File: src/sv/uiss_pkg.sv
// Shared constants, codes and control types for the unique ID stack.
// No dependencies; imported by every module of the block but uiss_ram.
package uiss_pkg;

	localparam int CAPACITY = 64;
	localparam int ID_WIDTH = 16;
	localparam int CNT_W    = $clog2(CAPACITY + 1);
	localparam int ADDR_W   = $clog2(CAPACITY);

	// Item kinds
	localparam logic [1:0] KIND_INSERT = 2'd0;
	localparam logic [1:0] KIND_FIND   = 2'd1;
	localparam logic [1:0] KIND_REMOVE = 2'd2;

	// Result status codes
	localparam logic [2:0] ST_ADDED    = 3'd0;
	localparam logic [2:0] ST_DUP      = 3'd1;
	localparam logic [2:0] ST_FULL     = 3'd2;
	localparam logic [2:0] ST_FOUND    = 3'd3;
	localparam logic [2:0] ST_NOTFOUND = 3'd4;
	localparam logic [2:0] ST_REMOVED  = 3'd5;
	localparam logic [2:0] ST_EMPTY    = 3'd6;

	typedef struct packed {
		logic start;   // latch a new item and restart the scan
		logic scan;    // walk the stored entries
		logic commit;  // update state and load the result register
	} ctrl_cmd_t;

	typedef struct packed {
		logic scan_done;
	} dp_sts_t;

endpackage

File: src/sv/uiss_ram.sv
// Generic single-clock RAM: one write port, one read port, registered read.
// No dependencies.
module uiss_ram #(
	parameter int WIDTH = 16,
	parameter int DEPTH = 64
) (
	input  logic                     clk,
	input  logic                     we,
	input  logic [$clog2(DEPTH)-1:0] waddr,
	input  logic [WIDTH-1:0]         wdata,
	input  logic                     re,
	input  logic [$clog2(DEPTH)-1:0] raddr,
	output logic [WIDTH-1:0]         rdata
);

	logic [WIDTH-1:0] mem_q [DEPTH];

	// Write and registered read
	always_ff @(posedge clk) begin
		if (we) begin
			mem_q[waddr] <= wdata;
		end
		if (re) begin
			rdata <= mem_q[raddr];
		end
	end

endmodule

File: src/sv/uiss_ctrl.sv
// Controller of the unique ID stack: input handshake, scan sequencing, result valid.
// Depends on uiss_pkg.
module uiss_ctrl import uiss_pkg::*; (
	input  logic      clk,
	input  logic      arst_n,
	input  logic      in_valid,
	output logic      in_stall,
	output logic      out_valid,
	input  logic      out_stall,
	input  dp_sts_t   sts,
	output ctrl_cmd_t cmd
);

	localparam logic [1:0] S_IDLE = 2'd0;
	localparam logic [1:0] S_SCAN = 2'd1;
	localparam logic [1:0] S_FIN  = 2'd2;

	logic [1:0] state_q;
	logic [1:0] state_d;
	logic       out_valid_q;
	logic       out_free;

	assign in_stall  = (state_q != S_IDLE);
	assign out_valid = out_valid_q;
	assign out_free  = !out_valid_q || !out_stall;

	// Decode commands and next state
	always_comb begin
		state_d    = state_q;
		cmd.start  = 1'b0;
		cmd.scan   = 1'b0;
		cmd.commit = 1'b0;
		unique case (state_q)
			S_IDLE: begin
				if (in_valid) begin
					cmd.start = 1'b1;
					state_d   = S_SCAN;
				end
			end
			S_SCAN: begin
				cmd.scan = 1'b1;
				if (sts.scan_done) begin
					state_d = S_FIN;
				end
			end
			S_FIN: begin
				// hold until the result register can take the item
				if (out_free) begin
					cmd.commit = 1'b1;
					state_d    = S_IDLE;
				end
			end
			default: begin
				state_d = S_IDLE;
			end
		endcase
	end

	// Advance state and result valid
	always_ff @(posedge clk or negedge arst_n) begin
		if (!arst_n) begin
			state_q     <= S_IDLE;
			out_valid_q <= 1'b0;
		end else begin
			state_q <= state_d;
			if (cmd.commit) begin
				out_valid_q <= 1'b1;
			end else if (!out_stall) begin
				out_valid_q <= 1'b0;
			end
		end
	end

endmodule

File: src/sv/uiss_dp.sv
// Datapath of the unique ID stack: ID store, scan for match and min/max, result register.
// Depends on uiss_pkg and uiss_ram.
module uiss_dp import uiss_pkg::*; (
	input  logic        clk,
	input  logic        arst_n,
	input  ctrl_cmd_t   cmd,
	output dp_sts_t     sts,
	input  logic [1:0]  kind,
	input  logic [15:0] vertex_id,
	output logic [2:0]  status,
	output logic [5:0]  position,
	output logic [15:0] removed_id,
	output logic [6:0]  entry_count,
	output logic [15:0] min_id,
	output logic [15:0] max_id
);

	logic [1:0]          kind_q;
	logic [ID_WIDTH-1:0] id_q;
	logic [CNT_W-1:0]    count_q;
	logic [CNT_W-1:0]    addr_q;
	logic                pend_s1;
	logic [ADDR_W-1:0]   idx_s1;
	logic                match_q;
	logic [ADDR_W-1:0]   match_idx_q;
	logic                any_q;
	logic [ID_WIDTH-1:0] min_q;
	logic [ID_WIDTH-1:0] max_q;
	logic [ID_WIDTH-1:0] removed_q;

	logic                issue;
	logic [ID_WIDTH-1:0] rd_data;
	logic [CNT_W-1:0]    cnt_m1;
	logic [ADDR_W-1:0]   top_idx;
	logic                is_top;
	logic                seek;

	logic [2:0]          f_status;
	logic [CNT_W-1:0]    f_pos;
	logic [ID_WIDTH-1:0] f_removed;
	logic [CNT_W-1:0]    f_count;
	logic [ID_WIDTH-1:0] f_min;
	logic [ID_WIDTH-1:0] f_max;
	logic                f_write;

	// Scan addressing
	assign issue   = cmd.scan && (addr_q < count_q);
	assign cnt_m1  = count_q - CNT_W'(1);
	assign top_idx = cnt_m1[ADDR_W-1:0];
	assign is_top  = (idx_s1 == top_idx);
	assign seek    = (kind_q == KIND_INSERT) || (kind_q == KIND_FIND);

	assign sts.scan_done = !(addr_q < count_q) && !pend_s1;

	uiss_ram #(
		.WIDTH(ID_WIDTH),
		.DEPTH(CAPACITY)
	) u_ram (
		.clk  (clk),
		.we   (f_write),
		.waddr(count_q[ADDR_W-1:0]),
		.wdata(id_q),
		.re   (issue),
		.raddr(addr_q[ADDR_W-1:0]),
		.rdata(rd_data)
	);

	// Resolve the item once the scan is through
	always_comb begin
		f_status  = ST_NOTFOUND;
		f_pos     = '0;
		f_removed = '0;
		f_count   = count_q;
		f_write   = 1'b0;
		f_min     = any_q ? min_q : '0;
		f_max     = any_q ? max_q : '0;
		case (kind_q)
			KIND_INSERT: begin
				if (match_q) begin
					f_status = ST_DUP;
				end else if (count_q == CNT_W'(CAPACITY)) begin
					f_status = ST_FULL;
				end else begin
					f_status = ST_ADDED;
					f_write  = cmd.commit;
					f_count  = count_q + CNT_W'(1);
					f_min    = (!any_q || (id_q < min_q)) ? id_q : min_q;
					f_max    = (!any_q || (id_q > max_q)) ? id_q : max_q;
				end
			end
			KIND_FIND: begin
				if (match_q) begin
					f_status = ST_FOUND;
					f_pos    = cnt_m1 - CNT_W'(match_idx_q);
				end
			end
			KIND_REMOVE: begin
				if (count_q == '0) begin
					f_status = ST_EMPTY;
				end else begin
					f_status  = ST_REMOVED;
					f_removed = removed_q;
					f_count   = cnt_m1;
				end
			end
			default: begin
				f_status = ST_NOTFOUND;
			end
		endcase
	end

	// Count of stored entries and the read-pending flag
	always_ff @(posedge clk or negedge arst_n) begin
		if (!arst_n) begin
			count_q <= '0;
			pend_s1 <= 1'b0;
		end else begin
			pend_s1 <= issue;
			if (cmd.commit) begin
				count_q <= f_count;
			end
		end
	end

	// Item latch, scan walk and accumulators
	always_ff @(posedge clk) begin
		idx_s1 <= addr_q[ADDR_W-1:0];
		if (cmd.start) begin
			kind_q    <= kind;
			id_q      <= ID_WIDTH'(vertex_id);
			addr_q    <= '0;
			match_q   <= 1'b0;
			any_q     <= 1'b0;
			removed_q <= '0;
		end else begin
			if (issue) begin
				addr_q <= addr_q + CNT_W'(1);
			end
			if (pend_s1) begin
				if (seek && (rd_data == id_q)) begin
					match_q     <= 1'b1;
					match_idx_q <= idx_s1;
				end
				if ((kind_q == KIND_REMOVE) && is_top) begin
					removed_q <= rd_data;
				end else begin
					any_q <= 1'b1;
					if (!any_q || (rd_data < min_q)) begin
						min_q <= rd_data;
					end
					if (!any_q || (rd_data > max_q)) begin
						max_q <= rd_data;
					end
				end
			end
		end
	end

	// Load the result register
	always_ff @(posedge clk) begin
		if (cmd.commit) begin
			status      <= f_status;
			position    <= 6'(f_pos);
			removed_id  <= 16'(f_removed);
			entry_count <= 7'(f_count);
			min_id      <= 16'(f_min);
			max_id      <= 16'(f_max);
		end
	end

endmodule

File: src/sv/unique_id_stack_with_search_unit.sv
// Unique ID stack with search: top level joining controller and datapath.
// An item is taken, then every stored entry is read once through the single RAM
// read port. The result register is loaded once the scan is through and the result
// register is free; no new item is taken until the controller is back in idle, so a
// result held under out_stall also holds back the next item.
// Reset clears the entry count and the control state; the ID memory is not cleared.
module unique_id_stack_with_search_unit import uiss_pkg::*; (
	input  logic        clk,
	input  logic        arst_n,
	input  logic        in_valid,
	output logic        in_stall,
	input  logic [1:0]  kind,
	input  logic [15:0] vertex_id,
	output logic        out_valid,
	input  logic        out_stall,
	output logic [2:0]  status,
	output logic [5:0]  position,
	output logic [15:0] removed_id,
	output logic [6:0]  entry_count,
	output logic [15:0] min_id,
	output logic [15:0] max_id
);

	ctrl_cmd_t cmd;
	dp_sts_t   sts;

	uiss_ctrl u_ctrl (
		.clk      (clk),
		.arst_n   (arst_n),
		.in_valid (in_valid),
		.in_stall (in_stall),
		.out_valid(out_valid),
		.out_stall(out_stall),
		.sts      (sts),
		.cmd      (cmd)
	);

	uiss_dp u_dp (
		.clk        (clk),
		.arst_n     (arst_n),
		.cmd        (cmd),
		.sts        (sts),
		.kind       (kind),
		.vertex_id  (vertex_id),
		.status     (status),
		.position   (position),
		.removed_id (removed_id),
		.entry_count(entry_count),
		.min_id     (min_id),
		.max_id     (max_id)
	);

endmodule

File: config.mk
export PLATFORM = sky130hd
export DESIGN_NAME = unique_id_stack_with_search_unit
export DESIGN_NICKNAME = d
export VERILOG_FILES = /design/src/sv/uiss_pkg.sv /design/src/sv/uiss_ram.sv /design/src/sv/uiss_ctrl.sv /design/src/sv/uiss_dp.sv /design/src/sv/unique_id_stack_with_search_unit.sv
export SDC_FILE = /design/constraint.sdc
export NUM_CORES = 1
export LEC_CHECK = 0
export ABC_AREA = 1
export ABC_CLOCK_PERIOD_IN_PS = 3300
export BUFFER_PORTS_ARGS = -buffer_cell sky130_fd_sc_hd__buf_2
export CAP_MARGIN = 25
export CORE_MARGIN = 1.5
export CORE_UTILIZATION = 49
export DETAILED_ROUTE_END_ITERATION = 12
export PLACE_DENSITY = 0.67
export SYNTH_ARGS = -nofsm -noshare
export SYNTH_HDL_FRONTEND = slang
export SYNTH_SLANG_ARGS = --single-unit
export TNS_END_PERCENT = 5
File: constraint.sdc
create_clock -name clk -period 3.3 [get_ports clk]
set_clock_uncertainty 0.05 [all_clocks]
set_input_delay 0.33 -clock clk [delete_from_list [all_inputs] [get_ports clk]]
set_output_delay 0.33 -clock clk [all_outputs]
set_load 0.01 [all_outputs]
# Word-level counts from Yosys, hierarchy flattened
# Memories as Yosys holds them, arrays and structs flattened. A register that Yosys moved wholly into a read port is not among the register bits.
# Index checks and enable logic that the tools add are counted.
[word_totals] output_inout_bits=66 latch_bits=0 ram_bits=1024 in_bits=22 wordCells=107 mem_count=1 regBits=162 romBits=0
[mem_list] memory="u_dp.u_ram.mem_q" words=64 width=16 rd=1 rd_ports_with_merged_regs=1 wr=1 line_no="uiss_ram.sv:16" rtl="logic [WIDTH-1:0] mem_q [DEPTH];"
[op_classes] div=0 n_mul=0 bitwise_logic=3 n_lt_le_gt_ge=5 shifts=0 eq_ne=11 muxes=35 add_sub_neg=4 reduce_logical=28
[ops] op="$mux 16" count=10
[ops] op="$gt 16x16->1" count=2
[ops] op="$lt 16x16->1" count=2
[ops] op="$mux 7" count=3
[ops] op="$eq 16x16->1" count=1
[ops] op="$add 7x1->7 const B" count=2
[ops] op="$pmux 7 s2" count=1
[ops] op="$mux 1" count=12
[ops] op="$mux 2" count=5
[ops] op="$pmux 3 s3" count=1
[ops] op="$reduce_and 2->1" count=4
[ops] op="$reduce_and 4->1" count=2
[ops] op="$eq 7x7->1 const B" count=1
[ops] op="$logic_not 7->1" count=1
[ops] op="$lt 7x7->1" count=1
[ops] op="$sub 7x1->7 const B" count=1
[ops] op="$eq 6x6->1" count=1
[ops] op="$logic_or 1x1->1" count=6
[ops] op="$mux 3" count=2
[ops] op="$pmux 2 s3" count=1
[ops] op="$reduce_and 3->1" count=2
[ops] op="$sub 6x6->6" count=1
[ops] op="$logic_not 1->1" count=5
[ops] op="$eq 2x1->1 const B" count=2
[ops] op="8 further kinds" count=17

# Logic depth before layout (Yosys ltp)
[logic_depth] depth_word=9 depth_mapped=17 depth_no_buf=16

# By module
# From an unflattened synthesis, not the netlist that was laid out.
[hier_totals] hier_cells=4405 area_unflattened_um2=50624.8
[modules_own_cells] mod="uiss_ram" cells_per_inst=3517 instances=1 area_per_inst_um2=42259.3 seq_area_each_um2=31230.0
[modules_own_cells] mod="uiss_dp" cells_per_inst=866 instances=1 area_per_inst_um2=8210.4 seq_area_each_um2=4424.2
[modules_own_cells] mod="uiss_ctrl" cells_per_inst=22 instances=1 area_per_inst_um2=155.1 seq_area_each_um2=75.1

# Worst setup path after synthesis
# OpenSTA, ideal clock, no wires.
[synth_path] kind="register to register" start="register u_ctrl.out_valid_q, in the netlist u_ctrl.out_valid" end="register u_dp.entry_count[0], enable pin" arrival_time_ps=2752 period_less_slack_ps=3254 path_stages_with_launch=5 setup_time_ps=452 slack_ps=46 t_required_ps=2798 path_buffers=1 cell_sequence="dfrtp_1 -> nand2_1 -> inv_1 -> nor2_1 -> clkbuf_1"
[synth_rtl] element="start: declaration" line_no="uiss_ctrl.sv:20" rtl="logic out_valid_q;"
[synth_rtl] element="start signal: assignment" line_no="uiss_ctrl.sv:63" rtl="out_valid_q <= 1'b0;"
[synth_rtl] element="start signal: assignment" line_no="uiss_ctrl.sv:67" rtl="out_valid_q <= 1'b1;"
[synth_rtl] element="start signal: assignment" line_no="uiss_ctrl.sv:69" rtl="out_valid_q <= 1'b0;"
[synth_rtl] element="end signal: assignment" line_no="uiss_dp.sv:165" rtl="entry_count <= 7'(f_count);"
[synth_rtl] element="end: declaration" line_no="uiss_dp.sv:13" rtl="output logic [6:0] entry_count,"

# Worst setup path in the final report
[layout_path] start="register u_dp.count_q[1]" end="memory u_dp.u_ram.mem_q[11][0], enable pin"
[layout_via] elab_chain_cells=6
[layout_rtl] element="start: declaration" line_no="uiss_dp.sv:20" rtl="logic [CNT_W-1:0] count_q;"
[layout_rtl] element="start signal: assignment" line_no="uiss_dp.sv:120" rtl="count_q <= f_count;"
[layout_rtl] element="$eq 7x7->1" line_no="uiss_dp.sv:81" rtl="end else if (count_q == CNT_W'(CAPACITY)) begin"
[layout_rtl] element="$mux 1" line_no="uiss_dp.sv:81"
[layout_rtl] element="$mux 1" line_no="uiss_dp.sv:79" rtl="if (match_q) begin"
[layout_rtl] element="$mux 1" line_no="uiss_dp.sv:77" rtl="case (kind_q)"
[layout_rtl] element="$mux 1" line_no="uiss_ram.sv:20" rtl="if (we) begin"
[layout_rtl] element="$mux 1 (not written as such)" line_no="uiss_ram.sv:21" rtl="mem_q[waddr] <= wdata;"
[layout_rtl] element="end: declaration" line_no="uiss_ram.sv:16"
# Several ways; a longest one is shown, not always the timed one.

==> impl_metrics.csv <==
group,metric,value,unit
placed_design,gp_congestion,0.9205,
detailed_routing,ant_nets,0,
timing,rsz0062_at_grt,"false",
yosys,synth.top_cell.area_share,69.40,%
grt,grt_start_max_net_pins,109,
yosys,ys_ff_latch,1202,
yosys,netlist_area,0.05019,mm^2
timing,tightest_slew,0.9879,ns
floorplanning,die_area,0.1044,mm^2
detailed_routing,via_per_inst,5.739,
yosys,ys_dominant_reg_cell,"edfxtp_1",
detailed_routing,drtIter0Drc,3832,
layout,syn_to_final_growth,13.31,%
floorplanning,std_cell_rows,117,
detailed_routing,drc,0,
yosys,yosysSeqAreaShare,71.18,%
yosys,syn_inst,4225,
detailed_routing,num_vias,33590,
timing,fin_tns_setup,0,ns
critical_path,critical_path_class,"reg -> reg",
yosys,yosysTopAreaCell,"edfxtp_1",
timing,fin_crit,2.925,ns
critical_path,crit_fanout,12,
grt,grt_pass1_vias,31840,
clocking,clock_latency,0.71,ns
critical_path,end_kind,"flop",
critical_path,critPathLaunchType,"flop",
critical_path,arrival,3.29,ns
layout,n_antenna_cell,0,
layout,drive_gt1_share,10.86,%
yosys,synth_area_leaders,"edfxtp_1 69%, nor2_1 6.1%, o21ai_0 4.9%",
clocking,clockBufferDepth,3,
yosys,synth_async_sr_flop_share,0.9151,%
critical_path,crit_required,3.66,ns
yosys,syn-num-nets,4324,
pwr,fin_total_pwr,0.04712,W
timing,setup_viol,0,
grt,grt_first_pass_wirelength,200.1,mm
hold_path,hp-class,"in -> async",
clocking,clock_sinks,1202,
grt,grt_usage,25.69,%
timing,fmax,341.9,MHz
yosys,synth_common_cells,"1160 x edfxtp_1, 819 x nor2_1, 542 x nand2_1",
yosys,yosys_warnings,0,
clocking,h-tree-depth,3,
yosys,synth_cell_types,46,
pwr,p_leak,19.96,nW
yosys,synth.most_common_cell,"edfxtp_1",
placed_design,numPortBuffers,87,
floorplanning,core,0.1017,mm^2
floorplanning,chipWidth,323.1,um
timing,slew_viol_final,0,
timing,slew_headroom,34.14,%
flow_run,maxCapViolCount,0,
pwr,p_per_area,828.5,mW/mm^2
clocking,cts_inserted_buffers,117,
layout,final_nets,4480,
yosys,syn_area_per_cell,11.88,um^2
clocking,cts_root_buffer,"clkbuf_16",
outcome,outcome,"finished clean",
detailed_routing,wire_per_inst,23.01,um
yosys,synth_edf_count,1160,
placed_design,hpwl,81.12,mm
floorplanning,io_pins,88,
clocking,cts_resized,0,
clocking,cts.clk_slew.worst_paths,0.06,ns
grt,overflow,0,
clocking,tritoncts,"yes",
grt,antenna_found_initial,2,
floorplanning,die-height,323.1,um
floorplanning,initial_core_util,49.33,%
pwr,peakVddDrop,0.5087,mV
timing,hold_viol_final,0,
detailed_routing,routed_wl,134.7,mm
detailed_routing,drt_pass1_iterations,6,
timing,timing.final.crit_share,88.64,%
-- power by group --
group	internal [W]	leakage, nW	switching (W)
clock	0.00805	1.96	0.00579
sequential	0.0182	10.9	0.000817
combinational	0.00403	7.14	0.0103
total	0.0302	20.0	0.0169
-- state kept, by name (all words and copies together), names as in the netlist, 2 cells and up --
signal and flops:
u_dp.min_id 16, u_dp.removed_id 16, u_dp.max_id 16, u_dp.position 6, u_dp.min_q 16, u_dp.entry_count 7
u_dp.id_q 16, u_ctrl.state_q 2, u_dp.count_q 7, u_dp.idx_s1 6, u_dp.max_q 16, u_dp.kind_q 2
u_dp.status 3, u_dp.match_idx_q 6, u_dp.u_ram.rdata 16, u_dp.addr_q 7, u_dp.u_ram.mem_q 1024, u_dp.removed_q 16
-- timing repair --
item | in CTS | in global routing
setup endpoints to repair | 0 | 0
hold endpoints to repair | 33 | 0
hold buffers | 21 | 0
setup buffers | 0 | 0
-- worst paths after layout --
path                                  from                 endpoint  slack (ns)  cells after the start
max                        u_dp.count_q[1]  u_dp.u_ram.mem_q[11][0]        0.37                     11
min                                 arst_n          u_dp.count_q[0]        0.03                      2
max reg2reg                u_dp.count_q[1]  u_dp.u_ram.mem_q[11][0]        0.37                     11
min reg2reg                 u_dp.addr_q[3]           u_dp.idx_s1[3]        0.41                      0
max in group asynchronous           arst_n          u_dp.count_q[5]        2.90                      2
min in group clk              vertex_id[3]             u_dp.id_q[3]        0.31                      2
-- per-layer routing --
| layer | wire length [um] | vias up | track usage (%) |
|---|---|---|---|
| met5 | 0 | - | 0 |
| met4 | 5474 | 0 | 11.18 |
| met3 | 11370 | 272 | 4.007 |
| met2 | 62280 | 1528 | 40.07 |
| met1 | 55540 | 16410 | 35.92 |
| li1 | - | 15380 | - |
-- through the flow --
| step | cells | setup WS [ns] | hold WS [ns] | utilization [%] | instance area (um^2) |
|---|---|---|---|---|---|
| after floorplan | 4225 | 0.04623 | -0.01559 | - | 50190 |
| after global placement | 5609 | 0.5826 | 0.2154 | 51.75 | 52650 |
| after detailed placement | 5609 | 0.4422 | 0.2144 | 51.75 | 52650 |
| after CTS | 5853 | 0.4518 | 0.008268 | 55.90 | 56870 |
| after global routing | 5853 | 0.2499 | 0.05714 | 55.90 | 56870 |
| final | 5853 | 0.3747 | 0.02809 | 55.90 | 56870 |
-- cells by family (layout without fill, tap and decap cells) --
logic type                 Yosys count  after routing  share of synthesized area (%)
adders and majority gates           77             77                          1.934
xor gates and xnor gates            10             10                         0.1745
buffers and inverters              446            706                          3.916
AOI/OAI and AO/OA                  906            906                          10.10
DFF                               1202           1202                          71.18
and+or+nand+nor                   1584           1584                          12.69
-- critical path, stage by stage, from the launching register on --
cell and delay [ns]:
dfrtp_1 0.44, inv_2 0.12, ha_1 0.23, inv_1 0.08
nor2_1 0.06, nand2_1 0.17, o21ai_4 0.07, nor2_2 0.25
buf_4 0.20, nand2_1 0.23, nor2_1 0.43, buf_4 0.29
-- placed cells by master, fill, tap and decap left out, types with 12 or more instances in the layout --
cell,instances
buf_4,157
nand2_1,542
edfxtp_1,1160
clkbuf_16,118
clkinv_2,24
buf_2,87
dlygate4sd3_1,21
nand4_1,29
dfxtp_1,28
clkinv_1,18
o211ai_1,121
nor3_1,12
ha_1,76
inv_1,187
a21oi_1,96
o21ai_0,494
clkbuf_1,22
nor2_1,816
nand3_1,154
buf_12,13
o22ai_1,111
bufinv_16,16
inv_2,13
o21ai_1,51
-- layout make-up --
cell class	count	area [um^2]
flip-flops and latches	1202	35740
fillers	8191	44870
multi-input cells	2577	12540
repair buffers	278	2085
inverters	205	787.0
clock inverters	74	854.6
clock buffers	149	3159
well taps	1368	1712
Note: power is estimated with default switching activity, not from simulation.
